### config.mk
export PLATFORM = sky130hd
export DESIGN_NAME = fraction_multiply_reduce_top
export DESIGN_NICKNAME = d
export VERILOG_FILES = /design/src/sv/fmr_pkg.sv /design/src/sv/fmr_divu.sv /design/src/sv/fraction_multiply_reduce_top.sv
export VERILOG_INCLUDE_DIRS = /design/src /design/src/sv
export SDC_FILE = /design/constraint.sdc
export NUM_CORES = 2
export LEC_CHECK = 0
export ABC_CLOCK_PERIOD_IN_PS = 21400
export CORE_ASPECT_RATIO = 0.75
export CORE_MARGIN = 4
export CORE_UTILIZATION = 40
export CTS_BUF_LIST = sky130_fd_sc_hd__clkbuf_8 sky130_fd_sc_hd__clkbuf_16
export DETAILED_ROUTE_END_ITERATION = 12
export DONT_BUFFER_PORTS = 1
export GPL_ROUTABILITY_DRIVEN = 0
export PLACE_DENSITY = 0.54
export SLEW_MARGIN = 20
export SYNTH_ARGS = -nofsm -noshare
export SYNTH_HDL_FRONTEND = slang
export SYNTH_SLANG_ARGS = --single-unit
### constraint.sdc
create_clock -name clk -period 21.4 [get_ports clk]
set_input_delay 1.07 -clock clk [delete_from_list [all_inputs] [get_ports clk]]
set_output_delay 1.07 -clock clk [all_outputs]
set_load 0.02 [all_outputs]
### src/sv/fraction_multiply_reduce_top_macros.svh
// Assertion helpers shared by the RTL files; every check samples on clk and
// is disabled while rst_n is low.
`ifndef FRACTION_MULTIPLY_REDUCE_TOP_MACROS_SVH
`define FRACTION_MULTIPLY_REDUCE_TOP_MACROS_SVH

// Same-cycle implication.
`define FMR_ASSERT_IMP(label, ante, cons) \
    label: assert property (@(posedge clk) disable iff (!rst_n) (ante) |-> (cons)) \
        else $error("fmr check failed");

// Next-cycle implication.
`define FMR_ASSERT_NEXT(label, ante, cons) \
    label: assert property (@(posedge clk) disable iff (!rst_n) (ante) |=> (cons)) \
        else $error("fmr check failed");

`endif

### src/sv/fmr_pkg.sv
`timescale 1ns / 1ps
`default_nettype none

package fmr_pkg;

    localparam int WORD_BITS = 32;
    localparam int CNT_BITS  = $clog2(WORD_BITS);
    localparam int IN_BITS   = 4 * WORD_BITS;
    localparam int OUT_BITS  = 4 * WORD_BITS;

    typedef logic [WORD_BITS-1:0] word_t;
    typedef logic [CNT_BITS-1:0]  cnt_t;

    // Two's complement magnitude; the most negative value maps to 2^(W-1).
    function automatic word_t magnitude(input word_t v);
        word_t r;
        r = v[WORD_BITS-1] ? (~v + word_t'(1)) : v;
        return r;
    endfunction

endpackage

`default_nettype wire

### src/sv/fmr_divu.sv
`timescale 1ns / 1ps
`default_nettype none

`include "fraction_multiply_reduce_top_macros.svh"

// Unsigned restoring divider, one quotient bit per cycle.
module fmr_divu (
    input  wire logic           clk,
    input  wire logic           rst_n,
    input  wire logic           start,
    input  wire fmr_pkg::word_t dividend,
    input  wire fmr_pkg::word_t divisor,
    output logic                done,
    output fmr_pkg::word_t      quotient
);

    logic            busy_reg;
    logic            done_reg;
    fmr_pkg::cnt_t   cnt_reg;
    fmr_pkg::word_t  rem_reg;
    fmr_pkg::word_t  quo_reg;
    fmr_pkg::word_t  div_reg;

    logic [fmr_pkg::WORD_BITS:0] shifted;
    logic [fmr_pkg::WORD_BITS:0] trial;
    logic                        fits;

    always_comb
    begin
        shifted = {rem_reg, quo_reg[fmr_pkg::WORD_BITS-1]};
        trial   = shifted - {1'b0, div_reg};
        fits    = (shifted >= {1'b0, div_reg});
    end

    always_ff @(posedge clk or negedge rst_n)
    begin
        if (!rst_n)
        begin
            busy_reg <= 1'b0;
            done_reg <= 1'b0;
            cnt_reg  <= '0;
        end
        else
        begin
            done_reg <= 1'b0;
            if (start)
            begin
                busy_reg <= 1'b1;
                cnt_reg  <= '0;
            end
            else if (busy_reg)
            begin
                cnt_reg <= cnt_reg + fmr_pkg::cnt_t'(1);
                if (cnt_reg == fmr_pkg::cnt_t'(fmr_pkg::WORD_BITS - 1))
                begin
                    busy_reg <= 1'b0;
                    done_reg <= 1'b1;
                end
            end
        end
    end

    always_ff @(posedge clk)
    begin
        if (start)
        begin
            rem_reg <= '0;
            quo_reg <= dividend;
            div_reg <= divisor;
        end
        else if (busy_reg)
        begin
            rem_reg <= fits ? trial[fmr_pkg::WORD_BITS-1:0] : shifted[fmr_pkg::WORD_BITS-1:0];
            quo_reg <= {quo_reg[fmr_pkg::WORD_BITS-2:0], fits};
        end
    end

    assign done     = done_reg;
    assign quotient = quo_reg;

    `FMR_ASSERT_IMP(a_rem_below_div, busy_reg, rem_reg < div_reg)
    `FMR_ASSERT_NEXT(a_start_busy, start, busy_reg && cnt_reg == '0)
    `FMR_ASSERT_IMP(a_done_not_busy, done_reg, !busy_reg)

endmodule

`default_nettype wire

### src/sv/fraction_multiply_reduce_top.sv
`timescale 1ns / 1ps
`default_nettype none

`include "fraction_multiply_reduce_top_macros.svh"

// Fraction multiply and reduce.
// Input transfer on s_*: tdata holds num_a, den_a, num_b, den_b (32 bits each,
// lowest first). Output transfer on m_*: tdata holds prod_num, prod_den,
// red_num, red_den. Every input gives exactly one output.
// One item is in flight at a time; s_tready is high only while the sequencer
// is idle. An item passes the shared multiplier for the numerator and then
// the denominator product, forms magnitudes, runs a binary gcd of one shift,
// swap or subtract per cycle, then two passes of a restoring divider, each a
// start state and a wait for its done, which are skipped when the gcd is
// zero, and finally loads the output register.
// The output register holds a result until m_tready takes it; the next input
// is accepted meanwhile, but its result waits while the previous one is
// unread. Reset clears the sequencer and m_tvalid; no result is pending.
module fraction_multiply_reduce_top (
    input  wire logic                         clk,
    input  wire logic                         rst_n,
    input  wire logic                         s_tvalid,
    output logic                              s_tready,
    input  wire logic [fmr_pkg::IN_BITS-1:0]  s_tdata,  // num_a, den_a, num_b, den_b
    output logic                              m_tvalid,
    input  wire logic                         m_tready,
    output logic [fmr_pkg::OUT_BITS-1:0]      m_tdata   // prod_num, prod_den, red_num, red_den
);

    localparam int W = fmr_pkg::WORD_BITS;

    typedef enum logic [3:0] {
        ST_IDLE,
        ST_MUL_N,
        ST_MUL_D,
        ST_MAG,
        ST_GCD,
        ST_DIV_N,
        ST_WAIT_N,
        ST_DIV_D,
        ST_WAIT_D,
        ST_FINISH
    } state_t;

    state_t         state_reg;
    logic [fmr_pkg::IN_BITS-1:0] in_reg;
    fmr_pkg::word_t pn_reg;
    fmr_pkg::word_t pd_reg;
    fmr_pkg::word_t x_reg;
    fmr_pkg::word_t y_reg;
    fmr_pkg::cnt_t  k_reg;
    fmr_pkg::word_t g_reg;
    fmr_pkg::word_t rn_reg;
    fmr_pkg::word_t rd_reg;
    logic           m_tvalid_reg;
    logic [fmr_pkg::OUT_BITS-1:0] m_tdata_reg;

    fmr_pkg::word_t mul_a;
    fmr_pkg::word_t mul_b;
    fmr_pkg::word_t mul_p;
    fmr_pkg::word_t mag_pn;
    fmr_pkg::word_t mag_pd;
    fmr_pkg::word_t div_dividend;
    fmr_pkg::word_t div_q;
    fmr_pkg::word_t signed_q;
    logic           div_start;
    logic           div_done;
    logic           out_load;

    // One multiplier shared by the numerator and denominator products.
    always_comb
    begin
        if (state_reg == ST_MUL_N)
        begin
            mul_a = in_reg[W-1:0];
            mul_b = in_reg[3*W-1:2*W];
        end
        else
        begin
            mul_a = in_reg[2*W-1:W];
            mul_b = in_reg[4*W-1:3*W];
        end
        mul_p = fmr_pkg::word_t'(mul_a * mul_b);
    end

    assign mag_pn       = fmr_pkg::magnitude(pn_reg);
    assign mag_pd       = fmr_pkg::magnitude(pd_reg);
    assign div_start    = (state_reg == ST_DIV_N) || (state_reg == ST_DIV_D);
    assign div_dividend = (state_reg == ST_DIV_N) ? mag_pn : mag_pd;
    // Load the output register once the previous result is gone or leaving.
    assign out_load     = (state_reg == ST_FINISH) && (!m_tvalid_reg || m_tready);

    // Restore the sign of the part being divided.
    always_comb
    begin
        if (state_reg == ST_WAIT_N)
            signed_q = pn_reg[W-1] ? (~div_q + fmr_pkg::word_t'(1)) : div_q;
        else
            signed_q = pd_reg[W-1] ? (~div_q + fmr_pkg::word_t'(1)) : div_q;
    end

    fmr_divu u_divu (
        .clk      (clk),
        .rst_n    (rst_n),
        .start    (div_start),
        .dividend (div_dividend),
        .divisor  (g_reg),
        .done     (div_done),
        .quotient (div_q)
    );

    always_ff @(posedge clk or negedge rst_n)
    begin
        if (!rst_n)
        begin
            state_reg    <= ST_IDLE;
            m_tvalid_reg <= 1'b0;
            m_tdata_reg  <= '0;
        end
        else
        begin
            if (out_load)
                m_tvalid_reg <= 1'b1;
            else if (m_tvalid_reg && m_tready)
                m_tvalid_reg <= 1'b0;
            unique case (state_reg)
                ST_IDLE:
                begin
                    if (s_tvalid)
                        state_reg <= ST_MUL_N;
                end
                ST_MUL_N:  state_reg <= ST_MUL_D;
                ST_MUL_D:  state_reg <= ST_MAG;
                ST_MAG:    state_reg <= ST_GCD;
                ST_GCD:
                begin
                    if (y_reg == '0)
                    begin
                        if (x_reg == '0)
                            state_reg <= ST_FINISH;
                        else
                            state_reg <= ST_DIV_N;
                    end
                end
                ST_DIV_N:  state_reg <= ST_WAIT_N;
                ST_WAIT_N:
                begin
                    if (div_done)
                        state_reg <= ST_DIV_D;
                end
                ST_DIV_D:  state_reg <= ST_WAIT_D;
                ST_WAIT_D:
                begin
                    if (div_done)
                        state_reg <= ST_FINISH;
                end
                ST_FINISH:
                begin
                    // Hold until the previous result has been taken.
                    if (out_load)
                    begin
                        m_tdata_reg <= {rd_reg, rn_reg, pd_reg, pn_reg};
                        state_reg   <= ST_IDLE;
                    end
                end
                default:   state_reg <= ST_IDLE;
            endcase
        end
    end

    always_ff @(posedge clk)
    begin
        unique case (state_reg)
            ST_IDLE:
            begin
                if (s_tvalid)
                    in_reg <= s_tdata;
            end
            ST_MUL_N: pn_reg <= mul_p;
            ST_MUL_D: pd_reg <= mul_p;
            ST_MAG:
            begin
                x_reg <= mag_pn;
                y_reg <= mag_pd;
                k_reg <= '0;
                rn_reg <= pn_reg;
                rd_reg <= pd_reg;
            end
            ST_GCD:
            begin
                // Binary gcd: one shift, swap or subtract per cycle.
                priority if (y_reg == '0)
                begin
                    g_reg <= x_reg << k_reg;
                end
                else if (x_reg == '0)
                begin
                    x_reg <= y_reg;
                    y_reg <= '0;
                end
                else if (!x_reg[0] && !y_reg[0])
                begin
                    x_reg <= x_reg >> 1;
                    y_reg <= y_reg >> 1;
                    k_reg <= k_reg + fmr_pkg::cnt_t'(1);
                end
                else if (!x_reg[0])
                begin
                    x_reg <= x_reg >> 1;
                end
                else if (!y_reg[0])
                begin
                    y_reg <= y_reg >> 1;
                end
                else if (x_reg > y_reg)
                begin
                    x_reg <= y_reg;
                    y_reg <= x_reg;
                end
                else
                begin
                    y_reg <= y_reg - x_reg;
                end
            end
            ST_WAIT_N:
            begin
                if (div_done)
                    rn_reg <= signed_q;
            end
            ST_WAIT_D:
            begin
                if (div_done)
                    rd_reg <= signed_q;
            end
            default:
            begin
            end
        endcase
    end

    assign s_tready = (state_reg == ST_IDLE);
    assign m_tvalid = m_tvalid_reg;
    assign m_tdata  = m_tdata_reg;

    `FMR_ASSERT_NEXT(a_busy_after_accept, s_tvalid && s_tready, !s_tready)
    `FMR_ASSERT_IMP(a_div_nonzero, div_start, g_reg != '0)
    `FMR_ASSERT_IMP(a_zero_passes, m_tvalid && m_tdata[2*W-1:0] == '0,
                    m_tdata[4*W-1:2*W] == '0)

endmodule

`default_nettype wire

# --- After elaboration in Yosys (flattened, before gate mapping) ---
# Cells that the tools add are included.
totals:
  reg_bits: 593
  wordCells: 129
classes:
  n_addsub: 7
  n_mul: 1
  magnitude_cmp: 2
  eq_ne: 21
  shift: 1
  n_mux: 49
  bitwise: 3
  n_reduce_logical: 26
ops:
  columns: ["cell", "count"]
  rows:
  - ["32-bit two-way mux", 24]
  - ["32-bit one-hot mux with 2 select lines", 4]
  - ["32-bit by 1-bit adder with 32-bit output, second input constant", 3]
  - ["32-bit NOT", 3]
  - ["32-bit logical NOT", 2]
  - ["32-bit subtractor", 2]
  - ["4-bit one-hot mux with 10 select lines", 1]
  - ["33-bit by 32-bit >= comparator with 1-bit output", 1]
  - ["32-bit > comparator", 1]
  - ["32-bit by 32-bit multiplier with 32-bit output", 1]
  - ["32-bit by 5-bit << shifter with 32-bit output", 1]
  - ["5-bit two-way mux", 5]
  - ["4-bit two-way mux", 6]
  - ["4-bit by 3-bit equality test with 1-bit output, second input constant", 4]
  - ["2-bit inequality test, second input constant", 6]
  - ["2-bit AND reduction", 6]
  - ["5-bit by 1-bit adder with 5-bit output, second input constant", 2]
  - ["5-bit inequality test, second input constant", 2]
  - ["5-bit one-hot mux with 2 select lines", 1]
  - ["2-bit nonzero test", 5]
  - ["4-bit by 2-bit equality test with 1-bit output, second input constant", 2]
  - ["4-bit equality test, second input constant", 2]
  - ["1-bit two-way mux", 8]
  - ["4-bit AND reduction", 2]
  - ["other kinds (10)", 16]

# --- Longest topological paths before layout ---
depth:
  word_depth: 8
  mapped_depth: 34
  mapped_depth_nobuf: 28

# --- Cells and area by module ---
# From an unflattened synthesis, not the netlist that was laid out.
unflattened:
  hier_cells: 4457
  hier_area_um2: 46320.7
modules_own_cells:
  columns: ["mod", "n_inst", "cells_each", "area_per_inst_um2", "seq_area_each_um2"]
  rows:
  - ["fraction_multiply_reduce_top", 1, 3888, 40421.3, 14048.5]
  - ["fmr_divu", 1, 569, 5899.4, 2737.6]

# --- Worst setup path after synthesis ---
# No wires, ideal clock.
synth_timing:
  kind: "flip-flop to flip-flop"
  startpoint: "register state_reg[3]"
  endpoint: "register pd_reg[30], data pin"
  setup_ns: 0.261
  arrival_time_ns: 9.988
  required_ns: 21.139
  slack_ns: 11.151
  path_stages_with_launch: 33
  synth_period_minus_slack_ns: 10.249
  cell_sequence: "dfrtp_1 -> clkbuf_1 -> nor4b_1 -> clkbuf_1 -> clkbuf_1 -> clkbuf_1 -> buf_1 -> mux2_2 -> nand2_1 -> fa_1 -> inv_1 -> fa_1 -> fa_1 -> inv_1 -> fa_1 -> inv_1 -> fa_1 -> inv_1 -> fa_1 -> inv_1 -> fa_1 -> fa_1 -> ha_1 -> and3_1 -> nand3_1 -> o211ai_1 -> o31ai_1 -> o2111ai_1 -> a31oi_1 -> nor2b_1 -> o21a_1 -> o41a_1 -> xor2_1"
synth_between:
  elab_chain_len: 3
synth_lines:
  columns: ["item", "line", "text"]
  rows:
  - ["start, declared", "fraction_multiply_reduce_top.sv:45", "state_t state_reg;"]
  - ["start signal, assigned", "fraction_multiply_reduce_top.sv:116", "state_reg <= ST_IDLE;"]
  - ["start signal, assigned", "fraction_multiply_reduce_top.sv:130", "state_reg <= ST_MUL_N;"]
  - ["start signal, assigned", "fraction_multiply_reduce_top.sv:132", "ST_MUL_N: state_reg <= ST_MUL_D;"]
  - ["4-bit by 1-bit equality test with 1-bit output (*)", "fraction_multiply_reduce_top.sv:73", "if (state_reg == ST_MUL_N)"]
  - ["32-bit two-way mux", "fraction_multiply_reduce_top.sv:73", null]
  - ["32-bit by 32-bit multiplier with 32-bit output (*)", "fraction_multiply_reduce_top.sv:83", "mul_p = fmr_pkg::word_t'(mul_a * mul_b);"]
  - ["via mul_p[30]", "fraction_multiply_reduce_top.sv:60", "fmr_pkg::word_t mul_p;"]
  - ["end signal, assigned", "fraction_multiply_reduce_top.sv:180", "ST_MUL_D: pd_reg <= mul_p;"]
  - ["end, declared", "fraction_multiply_reduce_top.sv:48", "fmr_pkg::word_t pd_reg;"]
# The timed path passes the listed nets; every way through them passes the cells marked *.
# A chain may end at the register's enable or synchronous reset.

# --- Worst setup path in the final report ---
layout_timing:
  startpoint: "register state_reg[0]"
  endpoint: "register pd_reg[30], data pin"
# The elaborated chain is that of the path after synthesis.

==> flow_metrics.tcl <==
set metrics [dict create \
    synth.distinct_cells 77 \
    vias_per_cell 5.50 \
    num_rows 107 \
    post_drt_wl_per_cell_um 23.7 \
    syn2layout_area_growth_pct 8.55 \
    die_x_um 399 \
    grt_pass1_wl_um 217000 \
    grt.total_usage 0.239 \
    endpoint_kind "register" \
    cts_post_setup_buffers_inserted 0 \
    reg2reg_depth 28 \
    critical_path_arrival_ns 10.74 \
    htreeDepth 2 \
    hold_class "in2async" \
    coreArea_sq_mm 0.114 \
    cts_buffers 60 \
    slew_viol_final 0 \
    cap_viol_max_count 0 \
    via_count 33301 \
    routed_wl_um 143000 \
    tritoncts "built" \
    antenna_found_initial 9 \
    num-fill-cells 10918 \
    reg2reg_slack_ns 11.08 \
    drtPass1Iterations 5 \
    period_share 0.482 \
    critPathMaxStageDelay_ns 0.77 \
    worst-path-max-fanout 115 \
    tightestPinTransition_ns 1.09 \
    cts_hold_buf 0 \
    slew_headroom 0.272 \
    cts_sinks 593 \
    hpwl_um 110000 \
    avgSynthCellArea_sq_um 10.1 \
    drc 0 \
    gr-total-overflow 0 \
    worstSkewPairLatency_ns 0.72 \
    synth_area_leaders "edfxtp_1 (28%), fa_1 (18%), dfrtp_1 (7.6%)" \
    drt_iter0_drc 3130 \
    clock_skew_ns 0.0972 \
    rr_endpoint "pd_reg[30]" \
    synth_edf_count 421 \
    dieHeight_um 301 \
    status "complete, no violations" \
    start_util 0.404 \
    die-area_sq_mm 0.120 \
    synth_warnings 0 \
    seq_area_frac_synth 0.365 \
    hold_viol_final 0 \
    postRouteAntennaNets 0 \
    grt_pass1_vias 33562 \
    fmax_mhz 96.9 \
    cpMaxStageDelayCell "mux2i_1" \
    ys.flop_type "edfxtp_1" \
    async_flop_share 0.236 \
    setup_tns_ns 0 \
    synth_area_sq_mm 0.0459 \
    critPathKind "reg2reg" \
    clock_path_buffers 3 \
    crit-reg2reg-launch "state_reg[0]" \
    required_ns 21.82 \
    ys_ff_latch 593 \
    drive_gt1_frac 0.0897 \
    cts-root-buf "clkbuf_16" \
    postCtsResizedCells 0 \
    clk_pin_slew_ns 0.07 \
    critPathLaunchType "register" \
    synth_top_cell_by_area "edfxtp_1" \
    post-route-min-period_ns 10.32 \
    synthCells 4544 \
    synth_top_area_share 0.275 \
    nets 5210 \
    grt_max_degree 141 \
    ios 262 \
    path_common_cell "fa_1" \
    finalSetupViolations 0 \
    mappedNetlistNets 5281 \
    rsz0062_at_grt "no" \
    io_buffers 0 \
]
through the flow:
step | utilization | hold WS, ns | area, sq um | instances | setup WS, ns
after floorplan | - | 0.400 | 45900 | 4544 | 11.15
after global placement | 0.419 | 0.401 | 47700 | 5935 | 11.38
after detailed placement | 0.420 | 0.405 | 47800 | 5937 | 11.19
after CTS | 0.438 | 0.00548 | 49900 | 6051 | 11.16
after global routing | 0.438 | 0.00961 | 49900 | 6051 | 10.54
final | 0.438 | 0.0459 | 49900 | 6053 | 11.08
worst max-delay path: cells and delay by family, from the launching register on:
kind / cells / cell delay (ns)
XOR/XNOR: 1 / 0.16
buffers and inverters: 6 / 1.31
flip-flops: 1 / 0.70
AND/OR/NAND/NOR: 5 / 0.85
adder cells (fa/ha/maj): 9 / 4.27
multiplexers: 1 / 0.77
AO/OA/AOI/OAI: 6 / 1.76
cell families (layout without fill, tap and decap cells):
group | count (synthesis) | after routing | synth area share
buf+inv | 699 | 680 | 0.0575
other cells | 0 | 2 | 0
simple gates | 1338 | 1338 | 0.123
fa+ha+maj | 605 | 605 | 0.232
xor+xnor | 262 | 262 | 0.0500
compound gates | 748 | 748 | 0.0992
flops | 593 | 593 | 0.365
mux | 299 | 299 | 0.0728
final cells by class:
cell class | instances | area (sq um) | area share
multi-input combinational | 3252 | 26700 | 0.535
sequential | 593 | 16800 | 0.337
tap | 1526 | 1910 | 0.0383
inverter | 502 | 1880 | 0.0378
clock buffer | 65 | 1580 | 0.0317
timing repair buffer | 64 | 533 | 0.0107
clock inverter | 49 | 499 | 0.0100
antenna | 2 | 5.00 | 0.000100
how the worst max path moves through the flow:
| stage | start | to | cells past startpoint |
|---|---|---|---|
| after floorplan | state_reg[3] | pd_reg[30] | 32 |
| after global placement | state_reg[0] | pd_reg[30] | 28 |
| after detailed placement | state_reg[0] | pd_reg[30] | 28 |
| after CTS | state_reg[0] | pd_reg[30] | 28 |
| after global routing | state_reg[0] | pd_reg[30] | 28 |
| final | state_reg[0] | pd_reg[30] | 28 |
cell usage in the layout (no fill, tap or decap), drive strengths merged, types with 14 or more instances in the layout:
| cell | count |
|---|---|
| xnor2 | 138 |
| clkbuf | 65 |
| xor2 | 124 |
| nand2 | 581 |
| buf | 64 |
| a21o | 39 |
| nor2 | 506 |
| mux2i | 109 |
| nor4 | 29 |
| nor3 | 27 |
| dfxtp | 32 |
| nand2b | 25 |
| o31ai | 42 |
| o211a | 19 |
| o22ai | 17 |
| fa | 410 |
| nand4 | 17 |
| inv | 521 |
| a211oi | 29 |
| ha | 195 |
| or4 | 19 |
| o21ai | 248 |
| dfrtp | 140 |
| a31oi | 22 |
| o211ai | 28 |
| nand3 | 29 |
| or2 | 14 |
| o21a | 16 |
| or3 | 41 |
| and2 | 18 |
| mux2 | 180 |
| edfxtp | 421 |
| a21oi | 216 |
| clkinv | 21 |
synth_stat cells, types with 5 or more instances:
cell type / n
nand2_1: 581
nor2_1: 506
inv_1: 501
edfxtp_1: 421
fa_1: 410
o21ai_0: 235
a21oi_1: 216
ha_1: 195
mux2_2: 180
clkbuf_1: 169
dfrtp_1: 140
xnor2_1: 138
xor2_1: 124
mux2i_1: 109
a21o_1: 39
o31ai_1: 38
or3_1: 37
dfxtp_1: 32
a211oi_1: 29
nand3_1: 29
nor4_1: 28
o211ai_1: 28
nor3_1: 26
nand2b_1: 25
buf_1: 24
a31oi_1: 22
o211a_1: 19
and2_1: 18
or4_1: 18
nand4_1: 17
o22ai_1: 17
o21a_1: 16
and3_1: 13
nor2b_1: 13
o21ai_1: 13
or2_2: 13
mux4_2: 10
o21bai_1: 9
a2111oi_0: 7
o31a_1: 6
o41ai_1: 6
a21boi_0: 5
routing by layer:
metal | track usage | vias to the layer above | part of all wire
met5 | 0 | - | 0.00029
met4 | 0.0712 | 6 | 0.034
met3 | 0.0405 | 249 | 0.073
met2 | 0.381 | 1270 | 0.46
met1 | 0.334 | 16605 | 0.44
li1 | - | 15171 | -
Power is left out: the tool's default activity adds up to more than one toggle a clock period on the data nets, which glitch-free logic cannot reach.
